[src/ngp_pkg.sv]
// Shared types, character codes and helpers for the GGA sentence parser.
// No dependencies; every other file of the block imports this package.
`default_nettype none
package ngp_pkg;

  localparam int MAX_FIELDS      = 16;
  localparam int MAX_COORD_CHARS = 15;
  localparam int TEXT_CHARS      = 15;

  // Field numbers of the GGA body.
  localparam logic [4:0] FLD_TALKER = 5'd0;
  localparam logic [4:0] FLD_LAT    = 5'd2;
  localparam logic [4:0] FLD_NS     = 5'd3;
  localparam logic [4:0] FLD_LON    = 5'd4;
  localparam logic [4:0] FLD_EW     = 5'd5;
  localparam logic [4:0] FLD_QUAL   = 5'd6;
  localparam logic [4:0] FLD_SATS   = 5'd7;
  localparam logic [4:0] FLD_MIN_LAST = 5'd9;

  localparam logic [7:0] CH_NUL    = 8'h00;
  localparam logic [7:0] CH_DOLLAR = 8'h24;
  localparam logic [7:0] CH_STAR   = 8'h2A;
  localparam logic [7:0] CH_COMMA  = 8'h2C;
  localparam logic [7:0] CH_DOT    = 8'h2E;
  localparam logic [7:0] CH_CR     = 8'h0D;
  localparam logic [7:0] CH_LF     = 8'h0A;
  localparam logic [7:0] CH_ZERO   = 8'h30;
  localparam logic [7:0] CH_EIGHT  = 8'h38;
  localparam logic [7:0] CH_NINE   = 8'h39;
  localparam logic [7:0] CH_UA     = 8'h41;
  localparam logic [7:0] CH_UG     = 8'h47;
  localparam logic [7:0] CH_UN     = 8'h4E;
  localparam logic [7:0] CH_US     = 8'h53;
  localparam logic [7:0] CH_UE     = 8'h45;
  localparam logic [7:0] CH_UW     = 8'h57;

  typedef enum logic [7:0] {
    PH_DOLLAR    = 8'b0000_0001,
    PH_BODY      = 8'b0000_0010,
    PH_HEX1      = 8'b0000_0100,
    PH_HEX2      = 8'b0000_1000,
    PH_TAIL      = 8'b0001_0000,
    PH_TAIL_CR   = 8'b0010_0000,
    PH_TAIL_DONE = 8'b0100_0000,
    PH_ENDED     = 8'b1000_0000
  } phase_t;

  typedef struct packed {
    logic [7:0] char_byte;
    logic       end_of_line;
  } char_beat_t;

  typedef struct packed {
    logic        fix_valid;
    logic [3:0]  fix_quality;
    logic [6:0]  satellite_count;
    logic        south_flag;
    logic        west_flag;
    logic [63:0] lat_text_head;
    logic [55:0] lat_text_tail;
    logic [3:0]  lat_length;
    logic [63:0] lon_text_head;
    logic [55:0] lon_text_tail;
    logic [3:0]  lon_length;
  } result_beat_t;

  // Update that one coordinate character makes to the position state.
  typedef struct packed {
    logic       pos_bad;
    logic       wr_en;
    logic [7:0] deg;
    logic [6:0] mins;
    logic       mnz_set;
  } coord_upd_t;

  // Hex digit decode: bit 4 is the valid flag, bits 3:0 the value.
  function automatic logic [4:0] hex_decode(input logic [7:0] c);
    logic [4:0] r;
    r = 5'd0;
    if (c >= 8'h30 && c <= 8'h39) r = {1'b1, 4'(c - 8'h30)};
    else if (c >= 8'h41 && c <= 8'h46) r = {1'b1, 4'(c - 8'h37)};
    else if (c >= 8'h61 && c <= 8'h66) r = {1'b1, 4'(c - 8'h57)};
    return r;
  endfunction

endpackage
`default_nettype wire

[src/ngp_coord.sv]
// Per-character update of the latitude or longitude field: degrees,
// minute integer part and format checks. Depends on ngp_pkg.
`default_nettype none
module ngp_coord #(
  parameter int MAX_COORD_CHARS = ngp_pkg::MAX_COORD_CHARS
) (
  input  wire logic [4:0]        idx,
  input  wire logic [7:0]        c,
  input  wire logic              is_lon,
  input  wire logic [7:0]        deg,
  input  wire logic [6:0]        mins,
  input  wire logic              dot_at_dig,
  output ngp_pkg::coord_upd_t    upd
);
  import ngp_pkg::*;

  logic [2:0]  dig;
  logic        is_digit;
  logic [3:0]  d;
  logic [11:0] deg_prod;
  logic [10:0] min_prod;

  always_comb begin
    dig      = is_lon ? 3'd5 : 3'd4;
    is_digit = (c >= CH_ZERO) && (c <= CH_NINE);
    d        = 4'(c - CH_ZERO);
    deg_prod = 12'(deg) * 12'd10 + 12'(d);
    min_prod = 11'(mins) * 11'd10 + 11'(d);
    upd.pos_bad = 1'b0;
    upd.wr_en   = 1'b0;
    upd.deg     = deg;
    upd.mins    = mins;
    upd.mnz_set = 1'b0;
    if (idx >= 5'(MAX_COORD_CHARS)) begin
      upd.pos_bad = 1'b1;
    end else begin
      upd.wr_en = 1'b1;
      if (!is_digit) begin
        if (!(idx == 5'(dig) && c == CH_DOT)) upd.pos_bad = 1'b1;
      end else if (idx < 5'(dig - 3'd2)) begin
        upd.deg = (deg_prod > 12'd255) ? 8'd255 : deg_prod[7:0];
      end else begin
        upd.mnz_set = (d != 4'd0);
        if (!(idx > 5'(dig) && dot_at_dig))
          upd.mins = (min_prod > 11'd127) ? 7'd127 : min_prod[6:0];
      end
    end
  end

endmodule
`default_nettype wire

[src/ngp_pack.sv]
// Packs captured coordinate text into head and tail words with its length.
// Depends on ngp_pkg.
`default_nettype none
module ngp_pack (
  input  wire logic [7:0]  chars [ngp_pkg::TEXT_CHARS],
  output logic      [63:0] head,
  output logic      [55:0] tail,
  output logic      [3:0]  len
);
  import ngp_pkg::*;

  logic alive;

  // The text runs up to the first zero byte.
  always_comb begin
    alive = 1'b1;
    head  = '0;
    tail  = '0;
    len   = 4'd0;
    for (int i = 0; i < TEXT_CHARS; i++) begin
      if (chars[i] == CH_NUL) alive = 1'b0;
      if (alive) begin
        len = len + 4'd1;
        if (i < 8) head[8*(7-i) +: 8] = chars[i];
        else       tail[8*(14-i) +: 8] = chars[i];
      end
    end
  end

endmodule
`default_nettype wire

[src/nmea_gga_sentence_parser_core.sv]
// The result beat is registered from the end_of_line byte and appears in the cycle after that byte is taken.
// Throughput: one byte per cycle as long as the result side takes each result beat.
// The input stalls only while a finished result sits unaccepted in the output register.
// Reset (rst, synchronous, active high) returns parsing to "expect dollar" and
// drops any pending result. Depends on ngp_pkg, ngp_coord and ngp_pack.
`default_nettype none
module nmea_gga_sentence_parser_core #(
  parameter int MAX_COORD_CHARS = ngp_pkg::MAX_COORD_CHARS
) (
  input  wire logic                  clk,
  input  wire logic                  rst,
  input  wire logic                  char_valid,
  output logic                       char_stall,
  input  wire ngp_pkg::char_beat_t   char_beat,
  output logic                       result_valid,
  input  wire logic                  result_stall,
  output ngp_pkg::result_beat_t      result_beat
);
  import ngp_pkg::*;

  // Parser state. Every byte updates it in a single pass of logic; the
  // end_of_line byte also produces the verdict from the updated values and
  // puts the state back to its reset values for the next line.
  phase_t      phase, phase_next;
  logic [7:0]  run_xor, run_xor_next;
  logic [3:0]  hi_nib, hi_nib_next;
  logic [4:0]  fld, fld_next;
  logic [4:0]  cif, cif_next;
  logic        err, err_next;
  logic [3:0]  qual, qual_next;
  logic        qual_ok, qual_ok_next;
  logic [6:0]  sats, sats_next;
  logic [7:0]  deg, deg_next;
  logic [6:0]  mins, mins_next;
  logic        mnz, mnz_next;
  logic        pos_ok, pos_ok_next;
  logic        south, south_next;
  logic        west, west_next;
  logic [7:0]  lat [MAX_COORD_CHARS];
  logic [7:0]  lat_next [MAX_COORD_CHARS];
  logic [7:0]  lon [MAX_COORD_CHARS];
  logic [7:0]  lon_next [MAX_COORD_CHARS];

  result_beat_t result_next;

  logic        acc;
  logic [7:0]  c;
  logic        last;
  logic [4:0]  hx;
  logic        close_fail;
  logic        close_pos_bad;
  logic        is_lon;
  logic        dot_lat;
  logic        dot_lon;
  logic        ok;
  coord_upd_t  cupd;

  logic [7:0]  lat_pk [TEXT_CHARS];
  logic [7:0]  lon_pk [TEXT_CHARS];
  logic [63:0] lat_head, lon_head;
  logic [55:0] lat_tail, lon_tail;
  logic [3:0]  lat_len, lon_len;

  // A new byte waits only while the output register holds an untaken result.
  assign char_stall = result_valid & result_stall;
  assign acc  = char_valid & ~char_stall;
  assign c    = char_beat.char_byte;
  assign last = char_beat.end_of_line;
  assign hx   = hex_decode(c);
  assign is_lon = (fld == FLD_LON);

  // A dot in the degree/minute boundary slot marks the fraction of the minutes.
  always_comb begin
    dot_lat = 1'b0;
    dot_lon = 1'b0;
    for (int i = 0; i < MAX_COORD_CHARS; i++) begin
      if (i == 4) dot_lat = (lat[i] == CH_DOT);
      if (i == 5) dot_lon = (lon[i] == CH_DOT);
    end
  end

  ngp_coord #(
    .MAX_COORD_CHARS(MAX_COORD_CHARS)
  ) u_coord (
    .idx       (cif),
    .c         (c),
    .is_lon    (is_lon),
    .deg       (deg),
    .mins      (mins),
    .dot_at_dig(is_lon ? dot_lon : dot_lat),
    .upd       (cupd)
  );

  // Checks made when the current field is closed by a comma or the star.
  always_comb begin
    close_fail    = 1'b0;
    close_pos_bad = 1'b0;
    case (fld)
      FLD_TALKER: close_fail = (cif != 5'd5);
      FLD_LAT: close_pos_bad = (cif < 5'd4) || (mins >= 7'd60) || (deg > 8'd90) ||
                               (deg == 8'd90 && mnz);
      FLD_LON: close_pos_bad = (cif < 5'd5) || (mins >= 7'd60) || (deg > 8'd180) ||
                               (deg == 8'd180 && mnz);
      FLD_NS, FLD_EW: close_pos_bad = (cif != 5'd1);
      FLD_QUAL: close_fail = (cif != 5'd1) || !qual_ok;
      default: ;
    endcase
  end

  // Next state for one accepted byte.
  always_comb begin
    phase_next   = phase;
    run_xor_next = run_xor;
    hi_nib_next  = hi_nib;
    fld_next     = fld;
    cif_next     = cif;
    err_next     = err;
    qual_next    = qual;
    qual_ok_next = qual_ok;
    sats_next    = sats;
    deg_next     = deg;
    mins_next    = mins;
    mnz_next     = mnz;
    pos_ok_next  = pos_ok;
    south_next   = south;
    west_next    = west;
    lat_next     = lat;
    lon_next     = lon;

    case (phase)
      PH_DOLLAR: begin
        if (c == CH_DOLLAR) phase_next = PH_BODY;
        else begin
          err_next = 1'b1;
          phase_next = PH_ENDED;
        end
      end
      PH_BODY: begin
        if (c == CH_NUL) begin
          err_next = 1'b1;
          phase_next = PH_ENDED;
        end else if (c == CH_STAR) begin
          // The star closes the last field; it is not part of the checksum.
          if (close_fail || fld < FLD_MIN_LAST) begin
            err_next = 1'b1;
            phase_next = PH_ENDED;
          end else begin
            if (close_pos_bad) pos_ok_next = 1'b0;
            phase_next = PH_HEX1;
          end
        end else begin
          run_xor_next = run_xor ^ c;
          if (c == CH_COMMA) begin
            if (close_fail || ({1'b0, fld} + 6'd1 >= 6'(MAX_FIELDS))) begin
              err_next = 1'b1;
              phase_next = PH_ENDED;
            end else begin
              if (close_pos_bad) pos_ok_next = 1'b0;
              fld_next  = fld + 5'd1;
              cif_next  = 5'd0;
              deg_next  = 8'd0;
              mins_next = 7'd0;
              mnz_next  = 1'b0;
            end
          end else begin
            case (fld)
              FLD_TALKER: begin
                if ((cif == 5'd2 && c != CH_UG) || (cif == 5'd3 && c != CH_UG) ||
                    (cif == 5'd4 && c != CH_UA)) begin
                  err_next = 1'b1;
                  phase_next = PH_ENDED;
                end
              end
              FLD_LAT, FLD_LON: begin
                if (cupd.pos_bad) pos_ok_next = 1'b0;
                deg_next  = cupd.deg;
                mins_next = cupd.mins;
                if (cupd.mnz_set) mnz_next = 1'b1;
                for (int i = 0; i < MAX_COORD_CHARS; i++) begin
                  if (cupd.wr_en && cif == 5'(i)) begin
                    if (is_lon) lon_next[i] = c;
                    else        lat_next[i] = c;
                  end
                end
              end
              FLD_NS: begin
                if (cif != 5'd0 || (c != CH_UN && c != CH_US)) pos_ok_next = 1'b0;
                else south_next = (c == CH_US);
              end
              FLD_EW: begin
                if (cif != 5'd0 || (c != CH_UE && c != CH_UW)) pos_ok_next = 1'b0;
                else west_next = (c == CH_UW);
              end
              FLD_QUAL: begin
                if (cif != 5'd0 || c < CH_ZERO || c > CH_EIGHT) begin
                  err_next = 1'b1;
                  phase_next = PH_ENDED;
                end else begin
                  qual_next    = 4'(c - CH_ZERO);
                  qual_ok_next = 1'b1;
                end
              end
              FLD_SATS: begin
                if (cif >= 5'd2 || c < CH_ZERO || c > CH_NINE) begin
                  err_next = 1'b1;
                  phase_next = PH_ENDED;
                end else begin
                  sats_next = 7'(11'(sats) * 11'd10 + 11'(c - CH_ZERO));
                end
              end
              default: ;
            endcase
            if (cif < 5'd31) cif_next = cif + 5'd1;
          end
        end
      end
      PH_HEX1: begin
        if (!hx[4]) begin
          err_next = 1'b1;
          phase_next = PH_ENDED;
        end else begin
          hi_nib_next = hx[3:0];
          phase_next  = PH_HEX2;
        end
      end
      PH_HEX2: begin
        if (!hx[4] || {hi_nib, hx[3:0]} != run_xor) begin
          err_next = 1'b1;
          phase_next = PH_ENDED;
        end else phase_next = PH_TAIL;
      end
      PH_TAIL: begin
        if (c == CH_NUL) phase_next = PH_ENDED;
        else if (c == CH_CR) phase_next = PH_TAIL_CR;
        else if (c == CH_LF) phase_next = PH_TAIL_DONE;
        else begin
          err_next = 1'b1;
          phase_next = PH_ENDED;
        end
      end
      PH_TAIL_CR: begin
        if (c == CH_NUL) phase_next = PH_ENDED;
        else if (c == CH_LF) phase_next = PH_TAIL_DONE;
        else begin
          err_next = 1'b1;
          phase_next = PH_ENDED;
        end
      end
      PH_TAIL_DONE: begin
        if (c == CH_NUL) phase_next = PH_ENDED;
        else begin
          err_next = 1'b1;
          phase_next = PH_ENDED;
        end
      end
      default: ;
    endcase
  end

  // Captured text, padded with zeros to the full output width.
  always_comb begin
    for (int i = 0; i < TEXT_CHARS; i++) begin
      lat_pk[i] = 8'd0;
      lon_pk[i] = 8'd0;
    end
    for (int j = 0; j < MAX_COORD_CHARS; j++) begin
      lat_pk[j] = lat_next[j];
      lon_pk[j] = lon_next[j];
    end
  end

  ngp_pack u_pack_lat (.chars(lat_pk), .head(lat_head), .tail(lat_tail), .len(lat_len));
  ngp_pack u_pack_lon (.chars(lon_pk), .head(lon_head), .tail(lon_tail), .len(lon_len));

  // Verdict. A line passes when it reached the tail with no error, and a
  // nonzero quality also needs a good position. A failed line reports zeros.
  always_comb begin
    ok = !err_next && (phase_next inside {PH_TAIL, PH_TAIL_CR, PH_TAIL_DONE, PH_ENDED});
    if (qual_next != 4'd0 && !pos_ok_next) ok = 1'b0;
    result_next = '0;
    if (ok) begin
      result_next.fix_valid       = 1'b1;
      result_next.fix_quality     = qual_next;
      result_next.satellite_count = sats_next;
      if (qual_next != 4'd0) begin
        result_next.south_flag    = south_next;
        result_next.west_flag     = west_next;
        result_next.lat_text_head = lat_head;
        result_next.lat_text_tail = lat_tail;
        result_next.lat_length    = lat_len;
        result_next.lon_text_head = lon_head;
        result_next.lon_text_tail = lon_tail;
        result_next.lon_length    = lon_len;
      end
    end
  end

  // State registers. The text stores are cleared with the rest so that each
  // line starts with empty coordinate text.
  always_ff @(posedge clk) begin
    if (rst || (acc && last)) begin
      phase   <= PH_DOLLAR;
      run_xor <= 8'd0;
      hi_nib  <= 4'd0;
      fld     <= 5'd0;
      cif     <= 5'd0;
      err     <= 1'b0;
      qual    <= 4'd0;
      qual_ok <= 1'b0;
      sats    <= 7'd0;
      deg     <= 8'd0;
      mins    <= 7'd0;
      mnz     <= 1'b0;
      pos_ok  <= 1'b1;
      south   <= 1'b0;
      west    <= 1'b0;
      for (int i = 0; i < MAX_COORD_CHARS; i++) begin
        lat[i] <= 8'd0;
        lon[i] <= 8'd0;
      end
    end else if (acc) begin
      phase   <= phase_next;
      run_xor <= run_xor_next;
      hi_nib  <= hi_nib_next;
      fld     <= fld_next;
      cif     <= cif_next;
      err     <= err_next;
      qual    <= qual_next;
      qual_ok <= qual_ok_next;
      sats    <= sats_next;
      deg     <= deg_next;
      mins    <= mins_next;
      mnz     <= mnz_next;
      pos_ok  <= pos_ok_next;
      south   <= south_next;
      west    <= west_next;
      lat     <= lat_next;
      lon     <= lon_next;
    end
  end

  // Output register: loads on the last byte of a line, empties when taken.
  always_ff @(posedge clk) begin
    if (rst) begin
      result_valid <= 1'b0;
    end else if (acc && last) begin
      result_valid <= 1'b1;
    end else if (!result_stall) begin
      result_valid <= 1'b0;
    end
  end

  always_ff @(posedge clk) begin
    if (acc && last) result_beat <= result_next;
  end

endmodule
`default_nettype wire

[config.mk]
export PLATFORM = sky130hd
export DESIGN_NAME = nmea_gga_sentence_parser_core
export DESIGN_NICKNAME = d
export VERILOG_FILES = /design/src/ngp_pkg.sv /design/src/ngp_coord.sv /design/src/ngp_pack.sv /design/src/nmea_gga_sentence_parser_core.sv
export SDC_FILE = /design/constraint.sdc
export NUM_CORES = 1
export LEC_CHECK = 0
export ABC_AREA = 1
export BUFFER_PORTS_ARGS = -buffer_cell sky130_fd_sc_hd__buf_2
export CORE_UTILIZATION = 40
export DETAILED_ROUTE_END_ITERATION = 6
export PLACE_DENSITY = 0.55
export SYNTH_ARGS = -nofsm -noshare
export SYNTH_HDL_FRONTEND = slang
export SYNTH_SLANG_ARGS = --single-unit
[constraint.sdc]
create_clock -name clk -period 10.8 [get_ports clk]
set_clock_uncertainty 0.05 [all_clocks]
set_input_delay 1.62 -clock clk [delete_from_list [all_inputs] [get_ports clk]]
set_output_delay 1.62 -clock clk [all_outputs]
set_load 0.01 [all_outputs]
==> metrics.cfg, run 1 <==
[pwr]
swShare_pct=28.9
switchingPower_mw=1.61
vdd_drop_max_mv=0.0983
power.internal_mw=3.96
power_density_nw_per_um2=162
p_seq_share_pct=42.5
clkPwrFrac_pct=41.3
leakage_nw=16.4
comb_power_share_pct=16.1

[place]
gp_congestion=0.926
post-place-cells=5012
port_buffers=276
dpl_cell_area_um2=32100
hpwl_um=61100

[clock_network]
numClockSinks=565
cts_buffers=67
post_cts_resized=0
hold_buffers=0
clk_pin_slew_ps=60
cts-root-buf=clkbuf_16
cts_tree=yes
cts_setup_buffers=0
clk_latency_ps=610
clockBufferDepth=3
htreeDepth=3

[yosys]
synth_area_leaders=edfxtp_1 (26%), dfxtp_1 (20%), nand2_1 (11%), inv_1 (8.9%), nor2_1 (5.2%)
netlist.area_leader.share_pct=26.3
synthFlopType=dfxtp_1
synthArstFlopShare_pct=0
synth_fp_nets=4005
synth_area_um2=29900
synth-seq-cells=565
yosysSeqAreaShare_pct=46.6
synth_top_area_cell=edfxtp_1
synth-edff-count=262
synth.avg_cell_area_um2=7.66
syn_inst=3904
yosysWarnings=0
synth_cell_types=61

[detailed_routing]
vias=25800
viasPerCell=5.02
wl_per_cell_um=17.3
routed_wl_um=88600
first_pass_iters=6
drt-initial-drc-count=2173
drc=0
ant_nets=0

[sta]
slew_violations=0
fmax_mhz=109
relSlewSlack_pct=30.1
layout_min_cycle_time_ps=9210
period_share_pct=85.3
hold_viol=0
rsz0062_at_grt=no
totalNegativeSetupSlack_ps=0
setup_viol=0
worst_pin_slew_ps=1050

[final_layout]
insertedDiodeCount=0
final_cells=5136
nets=4223
nFillCells=7422
drive_gt1_share_pct=12.3
fin_util_pct=46.8
area_growth_pct=14.9
post-route-cell-area_um2=34400

[worst_hold_path]
hold_path_class=flip-flop to flip-flop

[grt]
grt_pass1_wl_um=135000
grt_overflow=0
grt_max_degree=129
grt_pass1_vias=23600
grt.total_usage_pct=23.0
antenna_found_initial=0

[critical_path]
crit_fanout=34
crit_type=primary input to flip-flop
crit_required_ps=11110
start_kind=primary input
cp-end-kind=flip-flop
cp_slowest_cell=nor2_8
slowest_delay_ps=440
critPathMostFrequentCell=inv_1
cp.arrival_ps=9520

[die]
ios=277
coreArea_um2=73500
start_util_pct=40.7
die_y_um=275
dieArea_um2=75900
die-width_um=275
row_count=99

[run_status]
status=completed

[flow_run]
cap_violations=0

## placed cells by master, fill, tap and decap left out, types with 82 or more instances in the layout
| cell type | n |
|---|---|
| o21ai_0 | 276 |
| edfxtp_1 | 262 |
| ha_1 | 82 |
| inv_1 | 707 |
| a21oi_1 | 139 |
| nor2_1 | 411 |
| buf_2 | 276 |
| o211ai_1 | 192 |
| dfxtp_1 | 303 |
| nand2_1 | 875 |
| nand3_1 | 138 |
## critical path: cells and delay by family
family / cells / cell delay, ps
buffers and inverters: 13 / 1220
XOR/XNOR: 2 / 290
adder cells (fa/ha/maj): 8 / 2210
AND/OR/NAND/NOR: 24 / 3230
AO/OA/AOI/OAI: 4 / 900
## power groups by stage
| stage | clock network, mW | registers, mW | logic (mW) |
|---|---|---|---|
| 6_report | 2.30 | 2.37 | 0.897 |
| 5_1_grt | 2.43 | 2.37 | 1.02 |
| 4_1_cts | 2.35 | 2.37 | 0.894 |
| 3_5_place_dp | 0 | 2.41 | 0.889 |
| 3_3_place_gp | 0 | 2.41 | 0.883 |
| 2_1_floorplan | 0 | 2.43 | 0.636 |
## cells in the mapped netlist, types with 46 or more instances
cell / instances
o211ai_1: 192
dfxtp_1: 303
edfxtp_1: 262
nor3_1: 46
nand2_1: 877
nand3_1: 138
ha_1: 82
nor2_1: 411
inv_1: 708
o21ai_0: 276
nand4_1: 75
clkbuf_1: 119
a21oi_1: 139
## cell type report
cell class                 count  area (µm²)  share of cell area, %
sequential                   565       13900                   40.6
multi-input combinational   2450       12600                   36.6
inverter                     729        2760                   8.04
clock buffer                  80        1800                   5.23
timing repair buffer         309        1640                   4.78
tap                          959        1200                   3.49
clock inverter                44         434                   1.26
## final timing paths
kind	from	to	slack [ps]	cells after the start
setup / recovery	char_beat[2]	result_beat[2]	1590	51
hold / removal	hi_nib[1]	hi_nib[1]	410	2
hold reg to reg	hi_nib[1]	hi_nib[1]	410	2
setup reg to reg	fld[0]	result_beat[126]	2480	47
## metrics by stage
| stage | hold WS [ps] | setup WS (ps) | power, mW |
|---|---|---|---|
| 2_1_floorplan | 381 | 2320 | 3.06 |
| 3_3_place_gp | 396 | 1300 | 3.29 |
| 3_5_place_dp | 402 | 1150 | 3.30 |
| 4_1_cts | 411 | 1760 | 5.61 |
| 5_1_grt | 422 | 790 | 5.83 |
| 6_report | 410 | 1590 | 5.56 |
## registers in the layout, indices dropped and copies added (netlist names)
signal and cells:
run_xor 8, result_valid 1, qual 4, deg 8, qual_ok 1, pos_ok 1
hi_nib 4, mins 7, south 1, mnz 1, lat 120, west 1
lon 120, cif 5, result_beat 262, sats 7, err 1, phase 8
fld 5
## metal layers
metal | vias to the layer above | routed length, µm | GRT usage [%]
met2 | 642 | 40500 | 37.2
met1 | 11900 | 41500 | 32.1
met3 | 136 | 4470 | 2.97
li1 | 13100 | - | -
met5 | - | 0 | 0
met4 | 0 | 2190 | 6.76
## cell families after synthesis
kind of cell             Yosys count  share of synthesized area (%)
adder cells (fa/ha/maj)           88                           3.83
AO/OA/AOI/OAI                    666                           13.1
XOR/XNOR                          27                          0.791
multiplexers                      14                          0.469
flip-flops                       565                           46.6
buffers and inverters            889                           11.4
AND/OR/NAND/NOR                 1655                           23.8
Note: power is estimated with default switching activity, not from simulation.
==> run 2, diff against run 1 <==
BUFFER_PORTS_ARGS = -buffer_cell sky130_fd_sc_hd__clkbuf_2   (was -buffer_cell sky130_fd_sc_hd__buf_2)
HOLD_SLACK_MARGIN = 0.15   (was not set)
==> metrics.cfg, run 2 (synthesized netlist as in run 1, its figures left out) <==
[place]
port_buffers=276  ; unchanged
hpwl_um=61600  ; +0.94%
post-place-cells=5015  ; +0.060%
gp_congestion=0.922  ; -0.42%

[worst_hold_path]
hold_path_class=flip-flop to flip-flop

[final_layout]
layout_commonest_cell=nand2_1
largest_reg_flops=262  ; unchanged
largest_register=result_beat
nFillCells=7385  ; -0.50%
area_growth_pct=14.7
insertedDiodeCount=0  ; unchanged
nets=4220  ; -0.071%
drive_gt1_share_pct=12.2  ; -0.075 points
final_cells=5129  ; -0.14%
mostFrequentLayoutCells=nand2_1 (875), inv_1 (707), nor2_1 (411)
fin_util_pct=46.7  ; -0.060 points
largestRegisters=result_beat x262, lat x120, lon x120

[detailed_routing]
drc=0  ; unchanged
first_pass_iters=5  ; -1
routed_wl_um=89200  ; +0.60%
wl_per_cell_um=17.4  ; +0.74%
drt-initial-drc-count=1941  ; -11%
vias=25600  ; -0.85%
ant_nets=0  ; unchanged
viasPerCell=4.99  ; -0.71%

[clock_network]
cts_buffers=61  ; -9.0%
clk_pin_slew_ps=70  ; about the same
htreeDepth=2  ; -1
hold_buffers=0  ; unchanged
post_cts_resized=0  ; unchanged
cts_tree=yes
cts_setup_buffers=0  ; unchanged
clockBufferDepth=3  ; unchanged
numClockSinks=565  ; unchanged
clk_latency_ps=650  ; +40 ps
cts-root-buf=clkbuf_16

[sta]
setup_viol=0  ; unchanged
slew_violations=0  ; unchanged
totalNegativeSetupSlack_ps=0  ; unchanged
fmax_mhz=109  ; +0.24%
relSlewSlack_pct=22.9  ; -7.2 points
layout_min_cycle_time_ps=9190  ; -22.0 ps
rsz0062_at_grt=no
worst_pin_slew_ps=1150  ; +104 ps
hold_viol=0  ; unchanged
hold_slack_ps=412  ; +2.37 ps
period_share_pct=85.1  ; -0.20 points

[critical_path]
critPathMostFrequentCell=inv_1
slowest_delay_ps=460  ; +20 ps
cp_slowest_cell=nor2_8
start_kind=primary input
cp.arrival_ps=9550  ; +30 ps
crit_fanout=34  ; unchanged
crit_type=primary input to flip-flop
crit_required_ps=11160  ; +50 ps
cp-end-kind=flip-flop

[die]
die-width_um=275  ; unchanged
dieArea_um2=75900  ; unchanged
coreArea_um2=73500  ; unchanged
ios=277  ; unchanged
start_util_pct=40.7  ; unchanged
die_y_um=275  ; unchanged
row_count=99  ; unchanged

[grt]
grt_pass1_vias=23700  ; +0.65%
grt_overflow=0  ; unchanged
antenna_found_initial=0  ; unchanged
grt.total_usage_pct=23.2  ; +0.23 points
grt_max_degree=142  ; +10%
grt_pass1_wl_um=136000  ; +0.94%

[run_status]
status=completed

[pwr]
p_total_mw=5.55  ; -0.24%
leakage_nw=16.4  ; -0.22%
power_density_nw_per_um2=162  ; -0.11%
vdd_drop_max_mv=0.120  ; +22%

[flow_run]
cap_violations=0  ; unchanged

run 2: cell types whose count changed in the layout (fill, tap and decap cells not counted), moves of 3 or more:
cell       previous run  this run
clkbuf_16            69        61
clkinv_4              2         5
bufinv_16             6        13
clkbuf_1              8         4
buf_4                32        36
clkbuf_2              0       276
inv_6                 7         1
buf_2               276         0
run 2: area by class of cell:
type / instances / area (µm²) / share of cell area [%]
clock buffers: 68 / 1580 / 4.61
clock inverters: 46 / 596 / 1.74
well taps: 959 / 1200 / 3.50
flip-flops and latches: 565 / 13900 / 40.6
repair buffers: 312 / 1650 / 4.81
inverters: 729 / 2760 / 8.05
multi-input cells: 2450 / 12600 / 36.7
run 2: layer usage:
metal  GRT usage, %  part of all wire, %  up-vias
met5              0                    0        -
met4           7.57                  3.2        0
met3           2.91                  4.8      142
met2           37.9                   46      630
met1           31.8                   46    11700
li1               -                    -    13100
run 2: power by group:
group	switching, mW	internal (mW)
combinational	0.613	0.280
clock	0.924	1.37
sequential	0.0412	2.33
total	1.58	3.97
run 2: path summary, 6_finish.rpt:
kind / start / endpoint / depth (start not counted) / slack [ps]
hold reg to reg: hi_nib[3] / hi_nib[3] / 2 / 410
setup reg to reg: cif[0] / result_beat[2] / 47 / 2200
hold / removal: hi_nib[3] / hi_nib[3] / 2 / 410
setup / recovery: char_beat[1] / result_beat[2] / 50 / 1610
run 2: critical path, delay by kind of cell:
family                   cells  cell delay (ps)
AND/OR/NAND/NOR             24             3300
buffers and inverters       12             1170
XOR/XNOR                     2              280
adder cells (fa/ha/maj)      8             2340
AO/OA/AOI/OAI                4              850
run 2: metrics by stage:
stage | cell area (µm²) | setup slack (ps)
3_3_place_gp | 32100 | 1130
4_1_cts | 34300 | 1690
2_1_floorplan | 29900 | 2320
5_1_grt | 34300 | 691
6_report | 34300 | 1610
3_5_place_dp | 32100 | 1010
